$ cat config.mk
export PLATFORM = sky130hd
export DESIGN_NAME = pulse_width_command_relay_filter
export DESIGN_NICKNAME = d
export VERILOG_FILES = /design/src/pwcr_pkg.sv /design/src/pulse_width_command_relay_filter.sv /design/src/pwcr_rx.sv /design/src/pwcr_tx.sv
export SDC_FILE = /design/constraint.sdc
export NUM_CORES = 1
export LEC_CHECK = 0
export BUFFER_PORTS_ARGS = -buffer_cell sky130_fd_sc_hd__buf_2
export CAP_MARGIN = 20
export CORE_UTILIZATION = 64
export CTS_BUF_LIST = sky130_fd_sc_hd__clkbuf_8
export CTS_CLUSTER_SIZE = 12
export DETAILED_ROUTE_END_ITERATION = 7
export MAX_ROUTING_LAYER = met4
export PLACE_DENSITY = 0.79
export SYNTH_ARGS = -nofsm -noshare
export SYNTH_HDL_FRONTEND = slang
export SYNTH_HIERARCHICAL = 1
export SYNTH_SLANG_ARGS = --single-unit
export TNS_END_PERCENT = 100
$ cat constraint.sdc
create_clock -name clk -period 5.1 [get_ports clk]
set_clock_uncertainty 0.1 [all_clocks]
set_input_delay 1.02 -clock clk [delete_from_list [all_inputs] [get_ports clk]]
set_output_delay 1.02 -clock clk [all_outputs]
set_load 0.05 [all_outputs]
$ cat src/pwcr_pkg.sv
// Shared types and constants of the pulse-width command relay filter.
package pwcr_pkg;

    localparam int NBITS = 8;

    // Configuration register indexes.
    localparam logic [2:0] CFG_MAX_FRAME   = 3'd0;
    localparam logic [2:0] CFG_LEAD        = 3'd1;
    localparam logic [2:0] CFG_LONG        = 3'd2;
    localparam logic [2:0] CFG_SHORT       = 3'd3;
    localparam logic [2:0] CFG_HOLD        = 3'd4;
    localparam logic [2:0] CFG_ACTIVE_LOW  = 3'd5;

    // Reset values of the configuration registers.
    localparam logic [7:0] MAX_FRAME_RESET = 8'd110;
    localparam logic [7:0] LEAD_RESET      = 8'd20;
    localparam logic [7:0] LONG_RESET      = 8'd7;
    localparam logic [7:0] SHORT_RESET     = 8'd3;
    localparam logic [7:0] HOLD_RESET      = 8'd80;
    localparam logic       ACTIVE_LOW_RESET = 1'b1;

    // Byte fields touched by the filter.
    localparam logic [7:0] KEEP_BITS     = 8'hF1;
    localparam logic [1:0] FAN_CODE_FULL = 2'b11;
    localparam logic [1:0] FAN_CODE_HIGH = 2'b10;

    typedef struct packed {
        logic       done;
        logic       timeout;
        logic [7:0] data;
    } rx_result_t;

    typedef struct packed {
        logic [7:0] lead_len;
        logic [7:0] long_len;
        logic [7:0] short_len;
    } tx_cfg_t;

endpackage

$ cat src/pulse_width_command_relay_filter.sv
// Top level of the pulse-width command relay with dead-band filter.
//
// Each input transaction carries one oversampled level of the input line
// (line_in). The block decodes 8-bit pulse-width frames, MSB first, filters
// every received byte (a fan field of both bits becomes high, and a changed
// pump or fan field is locked for hold_frames later frames) and re-encodes
// the filtered byte on line_out.
// Every input transaction yields exactly one output transaction holding the
// output line level, the frame done and timeout flags, the last received
// byte and the byte being sent.
// The state update for a tick happens at the edge that accepts it, and its
// result sits in the output register from then on. One tick is taken per
// cycle unless a result is stalled; the receiver, filter and transmitter
// updates form one short path between the state and the result register.
// When the receiver stalls, the result register holds and in_ready stays
// high only in the cycle the held result is taken, so no result is lost.
// Reset clears all state and loads the configuration defaults, leaving no
// result pending. The user must write configuration via cfg_write, cfg_index
// and cfg_data, one register per cycle, only while idle; it is unchecked.
module pulse_width_command_relay_filter (
    input  logic       clk,
    input  logic       rst_n,
    input  logic       cfg_write,
    input  logic [2:0] cfg_index,
    input  logic [7:0] cfg_data,
    input  logic       in_valid,
    output logic       in_ready,
    input  logic       line_in,
    output logic       out_valid,
    input  logic       out_ready,
    output logic       line_out,
    output logic       frame_done,
    output logic       frame_timeout,
    output logic [7:0] received_byte,
    output logic [7:0] sent_byte
);
    import pwcr_pkg::*;

    // Configuration registers.
    logic [7:0] max_frame_reg;
    logic [7:0] lead_reg;
    logic [7:0] long_reg;
    logic [7:0] short_reg;
    logic [7:0] hold_reg;
    logic       active_low_reg;

    // Filter state.
    logic       first_frame_reg;
    logic       pump_prev_reg, pump_prev_next;
    logic [1:0] fan_prev_reg, fan_prev_next;
    logic [7:0] pump_lock_reg, pump_lock_next;
    logic [7:0] fan_lock_reg, fan_lock_next;
    logic [7:0] last_rx_reg;

    // Result register.
    logic       out_valid_reg;
    logic       line_out_reg;
    logic       frame_done_reg;
    logic       frame_timeout_reg;
    logic [7:0] received_byte_reg;
    logic [7:0] sent_byte_reg;

    logic       accept;
    logic       act;
    rx_result_t rx_res;
    tx_cfg_t    tx_cfg;
    logic [7:0] filtered_byte;
    logic       tx_active_next;
    logic [7:0] tx_byte_next;
    logic [7:0] last_rx_next;

    // A new tick is taken whenever the result register is empty or is being
    // emptied in the same cycle.
    assign in_ready = !out_valid_reg || out_ready;
    assign accept   = in_valid && in_ready;
    assign act      = line_in ^ active_low_reg;

    assign tx_cfg.lead_len  = lead_reg;
    assign tx_cfg.long_len  = long_reg;
    assign tx_cfg.short_len = short_reg;

    always_ff @(posedge clk or negedge rst_n)
    begin
        if (!rst_n)
        begin
            max_frame_reg  <= MAX_FRAME_RESET;
            lead_reg       <= LEAD_RESET;
            long_reg       <= LONG_RESET;
            short_reg      <= SHORT_RESET;
            hold_reg       <= HOLD_RESET;
            active_low_reg <= ACTIVE_LOW_RESET;
        end
        else if (cfg_write)
        begin
            case (cfg_index)
                CFG_MAX_FRAME:  max_frame_reg  <= cfg_data;
                CFG_LEAD:       lead_reg       <= cfg_data;
                CFG_LONG:       long_reg       <= cfg_data;
                CFG_SHORT:      short_reg      <= cfg_data;
                CFG_HOLD:       hold_reg       <= cfg_data;
                CFG_ACTIVE_LOW: active_low_reg <= cfg_data[0];
                default:
                begin
                end
            endcase
        end
    end

    pwcr_rx u_rx (
        .clk             (clk),
        .rst_n           (rst_n),
        .enable          (accept),
        .act             (act),
        .max_frame_ticks (max_frame_reg),
        .result          (rx_res)
    );

    // Dead-band filter. On the first byte the current fields become the
    // previous values with both locks clear, so nothing is locked by it.
    always_comb
    begin
        logic       pump;
        logic [1:0] fan;
        logic       pp;
        logic [1:0] fp;
        logic [7:0] pl;
        logic [7:0] fl;
        pump = rx_res.data[1];
        fan  = rx_res.data[3:2];
        if (fan == FAN_CODE_FULL)
            fan = FAN_CODE_HIGH;
        pp = first_frame_reg ? pump : pump_prev_reg;
        fp = first_frame_reg ? fan : fan_prev_reg;
        pl = first_frame_reg ? 8'd0 : pump_lock_reg;
        fl = first_frame_reg ? 8'd0 : fan_lock_reg;
        if (pl != 8'd0)
        begin
            pump = pp;
            pl   = pl - 8'd1;
        end
        if (fl != 8'd0)
        begin
            fan = fp;
            fl  = fl - 8'd1;
        end
        if (pump != pp)
        begin
            pp = pump;
            pl = hold_reg;
        end
        if (fan != fp)
        begin
            fp = fan;
            fl = hold_reg;
        end
        pump_prev_next = pp;
        fan_prev_next  = fp;
        pump_lock_next = pl;
        fan_lock_next  = fl;
        filtered_byte  = (rx_res.data & KEEP_BITS) | {4'd0, fan, pump, 1'b0};
    end

    always_ff @(posedge clk or negedge rst_n)
    begin
        if (!rst_n)
        begin
            first_frame_reg <= 1'b1;
            pump_prev_reg   <= 1'b0;
            fan_prev_reg    <= 2'd0;
            pump_lock_reg   <= 8'd0;
            fan_lock_reg    <= 8'd0;
            last_rx_reg     <= 8'd0;
        end
        else if (accept && rx_res.done)
        begin
            first_frame_reg <= 1'b0;
            pump_prev_reg   <= pump_prev_next;
            fan_prev_reg    <= fan_prev_next;
            pump_lock_reg   <= pump_lock_next;
            fan_lock_reg    <= fan_lock_next;
            last_rx_reg     <= rx_res.data;
        end
    end

    pwcr_tx u_tx (
        .clk         (clk),
        .rst_n       (rst_n),
        .enable      (accept),
        .start       (rx_res.done),
        .start_byte  (filtered_byte),
        .cfg         (tx_cfg),
        .active_next (tx_active_next),
        .byte_next   (tx_byte_next)
    );

    assign last_rx_next = rx_res.done ? rx_res.data : last_rx_reg;

    always_ff @(posedge clk or negedge rst_n)
    begin
        if (!rst_n)
            out_valid_reg <= 1'b0;
        else if (accept)
            out_valid_reg <= 1'b1;
        else if (out_ready)
            out_valid_reg <= 1'b0;
    end

    always_ff @(posedge clk)
    begin
        if (accept)
        begin
            line_out_reg      <= tx_active_next ^ active_low_reg;
            frame_done_reg    <= rx_res.done;
            frame_timeout_reg <= rx_res.timeout;
            received_byte_reg <= last_rx_next;
            sent_byte_reg     <= tx_byte_next;
        end
    end

    assign out_valid     = out_valid_reg;
    assign line_out      = line_out_reg;
    assign frame_done    = frame_done_reg;
    assign frame_timeout = frame_timeout_reg;
    assign received_byte = received_byte_reg;
    assign sent_byte     = sent_byte_reg;

    // A tick either finishes a frame or drops it, never both.
    a_done_xor_timeout: assert property (@(posedge clk) disable iff (!rst_n)
        out_valid |-> !(frame_done && frame_timeout))
        else $error("frame done and timeout reported together");

    // The filter never lets the fan field carry both bits.
    a_fan_filtered: assert property (@(posedge clk) disable iff (!rst_n)
        out_valid |-> sent_byte[3:2] != FAN_CODE_FULL)
        else $error("sent byte carries an unfiltered fan field");

    // On a finished frame the bits outside pump and fan pass unchanged.
    a_keep_bits: assert property (@(posedge clk) disable iff (!rst_n)
        (out_valid && frame_done) |-> (sent_byte & KEEP_BITS) == (received_byte & KEEP_BITS))
        else $error("filter altered bits it must keep");

    // A stalled result must be held until it is taken.
    a_hold_result: assert property (@(posedge clk) disable iff (!rst_n)
        (out_valid && !out_ready) |=> (out_valid && $stable(sent_byte) && $stable(line_out)))
        else $error("pending result changed while stalled");

endmodule

$ cat src/pwcr_rx.sv
// Pulse-width frame receiver with frame timeout.
module pwcr_rx (
    input  logic               clk,
    input  logic               rst_n,
    input  logic               enable,
    input  logic               act,
    input  logic [7:0]         max_frame_ticks,
    output pwcr_pkg::rx_result_t result
);
    import pwcr_pkg::*;

    typedef enum logic [1:0] {
        RX_IDLE  = 2'd0,
        RX_LEAD  = 2'd1,
        RX_INACT = 2'd2,
        RX_ACT   = 2'd3
    } rx_state_t;

    rx_state_t  state_reg, state_next;
    logic [7:0] ticks_reg, ticks_next;
    logic [3:0] idx_reg, idx_next;
    logic [7:0] inact_reg, inact_next;
    logic [7:0] act_reg, act_next;
    logic [7:0] shift_reg, shift_next;
    logic [7:0] ticks_inc;

    assign ticks_inc = (ticks_reg == 8'hFF) ? ticks_reg : ticks_reg + 8'd1;

    always_comb
    begin
        state_next     = state_reg;
        ticks_next     = ticks_reg;
        idx_next       = idx_reg;
        inact_next     = inact_reg;
        act_next       = act_reg;
        shift_next     = shift_reg;
        result.done    = 1'b0;
        result.timeout = 1'b0;
        if (state_reg == RX_IDLE)
        begin
            if (act)
            begin
                state_next = RX_LEAD;
                ticks_next = 8'd1;
                idx_next   = 4'd0;
                shift_next = 8'd0;
            end
        end
        else
        begin
            ticks_next = ticks_inc;
            if (ticks_inc > max_frame_ticks && max_frame_ticks != 8'hFF)
            begin
                state_next     = RX_IDLE;
                result.timeout = 1'b1;
            end
            else
            begin
                case (state_reg)
                    RX_LEAD:
                    begin
                        if (!act)
                        begin
                            state_next = RX_INACT;
                            inact_next = 8'd0;
                            act_next   = 8'd0;
                        end
                    end
                    RX_INACT:
                    begin
                        if (act)
                            state_next = RX_ACT;
                        else if (inact_reg != 8'hFF)
                            inact_next = inact_reg + 8'd1;
                    end
                    RX_ACT:
                    begin
                        if (act)
                        begin
                            if (act_reg != 8'hFF)
                                act_next = act_reg + 8'd1;
                        end
                        else
                        begin
                            if (inact_reg > act_reg && idx_reg < 4'(NBITS))
                                shift_next[~idx_reg[2:0]] = 1'b1;
                            idx_next = idx_reg + 4'd1;
                            if (idx_next >= 4'(NBITS))
                            begin
                                state_next  = RX_IDLE;
                                result.done = 1'b1;
                            end
                            else
                            begin
                                state_next = RX_INACT;
                                inact_next = 8'd0;
                                act_next   = 8'd0;
                            end
                        end
                    end
                    default:
                    begin
                        state_next = RX_IDLE;
                    end
                endcase
            end
        end
        result.data = shift_next;
    end

    always_ff @(posedge clk or negedge rst_n)
    begin
        if (!rst_n)
        begin
            state_reg <= RX_IDLE;
            ticks_reg <= 8'd0;
            idx_reg   <= 4'd0;
            inact_reg <= 8'd0;
            act_reg   <= 8'd0;
            shift_reg <= 8'd0;
        end
        else if (enable)
        begin
            state_reg <= state_next;
            ticks_reg <= ticks_next;
            idx_reg   <= idx_next;
            inact_reg <= inact_next;
            act_reg   <= act_next;
            shift_reg <= shift_next;
        end
    end

endmodule

$ cat src/pwcr_tx.sv
// Pulse-width frame transmitter.
module pwcr_tx (
    input  logic              clk,
    input  logic              rst_n,
    input  logic              enable,
    input  logic              start,
    input  logic [7:0]        start_byte,
    input  pwcr_pkg::tx_cfg_t cfg,
    output logic              active_next,
    output logic [7:0]        byte_next
);
    import pwcr_pkg::*;

    typedef enum logic [1:0] {
        TX_IDLE  = 2'd0,
        TX_INACT = 2'd2,
        TX_ACT   = 2'd3
    } tx_state_t;

    tx_state_t  state_reg, state_next;
    logic [7:0] cnt_reg, cnt_next;
    logic [3:0] idx_reg, idx_next;
    logic [7:0] byte_reg;
    logic       active_reg;
    logic       bit_one;

    assign bit_one = (idx_reg < 4'(NBITS)) && byte_reg[~idx_reg[2:0]];

    always_comb
    begin
        state_next  = state_reg;
        cnt_next    = cnt_reg;
        idx_next    = idx_reg;
        byte_next   = byte_reg;
        active_next = active_reg;
        if (start)
        begin
            // A new byte restarts sending at once with a fresh lead pulse.
            byte_next   = start_byte;
            cnt_next    = cfg.lead_len;
            idx_next    = 4'd0;
            state_next  = TX_ACT;
            active_next = 1'b1;
        end
        else
        begin
            case (state_reg)
                TX_IDLE:
                begin
                end
                TX_INACT:
                begin
                    if (cnt_reg > 8'd1)
                        cnt_next = cnt_reg - 8'd1;
                    else
                    begin
                        cnt_next    = bit_one ? cfg.short_len : cfg.long_len;
                        idx_next    = idx_reg + 4'd1;
                        active_next = 1'b1;
                        state_next  = TX_ACT;
                    end
                end
                TX_ACT:
                begin
                    if (cnt_reg > 8'd1)
                        cnt_next = cnt_reg - 8'd1;
                    else if (idx_reg >= 4'(NBITS))
                    begin
                        active_next = 1'b0;
                        state_next  = TX_IDLE;
                    end
                    else
                    begin
                        cnt_next    = bit_one ? cfg.long_len : cfg.short_len;
                        active_next = 1'b0;
                        state_next  = TX_INACT;
                    end
                end
                default:
                begin
                    state_next = TX_IDLE;
                end
            endcase
        end
    end

    always_ff @(posedge clk or negedge rst_n)
    begin
        if (!rst_n)
        begin
            state_reg  <= TX_IDLE;
            cnt_reg    <= 8'd0;
            idx_reg    <= 4'd0;
            byte_reg   <= 8'd0;
            active_reg <= 1'b0;
        end
        else if (enable)
        begin
            state_reg  <= state_next;
            cnt_reg    <= cnt_next;
            idx_reg    <= idx_next;
            byte_reg   <= byte_next;
            active_reg <= active_next;
        end
    end

endmodule
==> run_results.csv <==
group,metric,value,unit
run_status,status,"finished clean",
detailed_routing,wl_per_cell,18.4,µm
detailed_routing,drtAntennaViolNets,0,
setup_path,cp_max_fo,39,
clock_network,clock_latency,0.45,ns
synth,synthArstFlopShare,87.3,%
hold_path,min_path_type,"flip-flop to flip-flop",
setup_path,critPathKind,"flip-flop to flip-flop",
synth,synth.largest_area_cell,"dfrtp_1",
floorplanning,die_w,118,µm
power_and_ir_drop,pwr_density_cell,431,nW/µm²
sta,drv_slew,0,
setup_path,worst_ep_required_time,5.33,ns
clock_network,numCtsBuffers,17,
global_route,grt_pass1_wl,32300,µm
floorplanning,dieHeight,118,µm
synth,yosys_register_bits,150,
clock_network,cts-root-buf,"clkbuf_8",
setup_path,cpMostUsedCell,"and3_1",
floorplanning,coreArea,12800,µm²
layout,fin_nets,919,
synth,synthDistinctLibCells,86,
detailed_routing,drc_errors,0,
setup_path,endpoint_kind,"flip-flop",
floorplanning,die_area,13800,µm²
power_and_ir_drop,p_leak,4.14,nW
synth,synth.avg_cell_area,10.3,µm²
sta,clock.fmax,210,MHz
floorplanning,num_io_pins,38,
detailed_routing,via_per_inst,6.41,
floorplanning,start_util,66.8,%
clock_network,cts.sinks,150,
layout,diodes,0,
place,place_congestion,0.901,
synth,ys.flop_type,"dfrtp_1",
global_route,antenna_found_initial,0,
setup_path,crit_start,"u_rx/ticks_reg[3]$_DFFE_PN0P_",
setup_path,arrival,4.99,ns
detailed_routing,drtIter0Drc,741,
synth,syn_area,8560,µm²
clock_network,cts_max_path_buffers,2,
power_and_ir_drop,vdd_drop_max,283,µV
setup_path,path_delay_family,"simple AND/OR/NAND/NOR gates",
detailed_routing,wirelength,19400,µm
setup_path,path_cells,"and3_1 -> and3_1 -> a21oi_1 -> and3_1 -> xor2_1 -> ha_1 -> nand4_1 -> or3_1 -> o211ai_1 -> or2_4 -> nor4b_2 -> buf_12 -> o21ai_0 -> a21o_1 -> a211oi_1 -> a21boi_0 -> a211oi_1",
layout,final_common_cell,"dfrtp_1",
synth,netlist_top_cells_area,"dfrtp_1, mux2_2, edfxtp_1",
clock_network,htreeDepth,4,
sta,hold_viol_final,0,
synth,synth_nets,885,
layout,final_layout_size_suffix_gt1_share,22.6,%
detailed_routing,num_vias,6756,
setup_path,slowest_delay,0.45,ns
hold_path,min_from,"u_rx/shift_reg[0]$_DFFE_PN0P_",
clock_network,cts_hold_buffers,0,
global_route,grt_start_max_net_pins,69,
sta,layout_worst_path_cycle_share,93.3,%
sta,slew_headroom,35.9,%
setup_path,slowest_stage,"dfrtp_1",
synth,synth_edf_count,19,
global_route,globalRouteOverflowTotal,0,
detailed_routing,first_pass_iters,6,
layout,syn_to_final_growth,8.93,%
synth,syn_inst,835,
setup_path,cp_num_buf_inv,1,
sta,tns,0,ns
layout,post-route-util,72.7,%
layout,final_cell_mix,"dfrtp_1, nand2_1, mux2_2, inv_1, nor2_1",
clock_network,clk_pin_slew,0.08,ns
flow_run,drv_cap,0,
place,pre_cts_ws,0.253,ns
global_route,grt_use_total,30.1,%
sta,min_period,4.76,ns
sta,tightestPinTransition,0.958,ns
floorplanning,rows,41,
layout,fillers,927,
synth,ys_seq_area_share,45.2,%
setup_path,reg2reg_slack,0.34,ns
setup_path,startpoint_type,"flip-flop",
sta,hold_slack,0.374,ns
synth,yosys_warnings,6,
place,dpl.hpwl,13500,µm
synth,yosysTopAreaCellShare,33.6,%
sta,rsz0062_at_grt,"false",
place,io_buffers,37,
clock_network,cts_tree,"built",
global_route,grt_pass1_vias,6377,
setup_path,r2r_start,"u_rx/ticks_reg[3]$_DFFE_PN0P_",
sta,setup_slack,0.339,ns
sta,setup_violations,0,
[through the flow]
| stage | instance area [µm²] | instances | power (mW) |
|---|---|---|---|
| after floorplan | 8560 | 835 | 2.73 |
| after global placement | 8930 | 1022 | 3.02 |
| after detailed placement | 8930 | 1022 | 3.09 |
| after CTS | 9330 | 1054 | 4.02 |
| after global routing | 9330 | 1054 | 4.28 |
| final | 9330 | 1054 | 4.02 |
[where the power goes]
group	internal, mW	switching, mW
clock	0.478	0.446
combinational	0.561	0.813
sequential	1.45	0.279
[final timing paths]
| path | to | depth (start not counted) |
|---|---|---|
| worst min-delay path | u_rx/shift_reg[0]$_DFFE_PN0P_ | 2 |
| min in group asynchronous | u_rx/act_reg[2]$_DFFE_PN0P_ | 1 |
| worst max register to register | u_tx/cnt_reg[1]$_DFFE_PN0P_ | 17 |
| max in group asynchronous | max_frame_reg[2]$_DFFE_PN1P_ | 2 |
| worst min register to register | u_rx/shift_reg[0]$_DFFE_PN0P_ | 2 |
| worst max-delay path | u_tx/cnt_reg[1]$_DFFE_PN0P_ | 17 |
[layer usage]
metal | vias up | GRT usage [%] | wire length (µm)
met3 | 28 | 6.30 | 1200
met4 | 0 | 8.89 | 337
li1 | 3169 | - | -
met5 | - | - | 0
met1 | 3307 | 40.4 | 8570
met2 | 252 | 46.4 | 9330
[synthesized netlist by cell type, types with 4 or more instances]
| cell | count |
|---|---|
| nand3_1 | 32 |
| a211oi_1 | 4 |
| dfrtp_1 | 115 |
| dfstp_2 | 16 |
| edfxtp_1 | 19 |
| nand3b_1 | 4 |
| nand4_1 | 14 |
| a21oi_1 | 30 |
| o21ai_1 | 4 |
| o31ai_1 | 6 |
| o21ai_0 | 35 |
| o41ai_1 | 11 |
| buf_2 | 9 |
| nor4_1 | 7 |
| nor3_1 | 18 |
| mux2_2 | 74 |
| nand2b_1 | 14 |
| or3_1 | 8 |
| a21boi_0 | 11 |
| ha_1 | 33 |
| xnor2_1 | 6 |
| mux2i_1 | 7 |
| or4_1 | 9 |
| inv_1 | 39 |
| a21o_1 | 11 |
| and3_1 | 10 |
| nand2_1 | 102 |
| nor2b_1 | 9 |
| o211ai_1 | 11 |
| nor2_1 | 40 |
| clkbuf_1 | 21 |
| a221o_1 | 4 |
| a22o_1 | 6 |
| a31oi_1 | 6 |
| xor2_1 | 8 |
[logic make-up (layout without fill, tap and decap cells)]
| logic type | after synthesis | after routing | share of synthesized area (%) |
|---|---|---|---|
| and+or+nand+nor | 301 | 301 | 18.7 |
| AOI/OAI and AO/OA | 180 | 180 | 15.2 |
| DFF | 150 | 150 | 45.2 |
| muxes | 83 | 83 | 11.1 |
| buffers and inverters | 73 | 120 | 3.45 |
| adders and majority gates | 33 | 33 | 4.82 |
| xor gates and xnor gates | 15 | 15 | 1.62 |
[timing repair]
item	in CTS	in global routing
gates resized for setup	0	1
endpoints found under the setup margin	0	4
setup buffers	0	0
[worst min-delay path: stages, from the launching register on]
cell,delay (ns)
dfrtp_1,0.34
nand2_1,0.05
o41ai_1,0.06
[final cells by class]
class / instances / area [µm²] / share of cell area [%]
clock buffers: 17 / 234 / 2.51
clock inverters: 15 / 165 / 1.77
inverters: 39 / 146 / 1.57
multi-input cells: 612 / 4410 / 47.3
flip-flops and latches: 150 / 3870 / 41.5
well taps: 172 / 215 / 2.31
repair buffers: 49 / 290 / 3.11
Power figures use the tool's default switching activity.
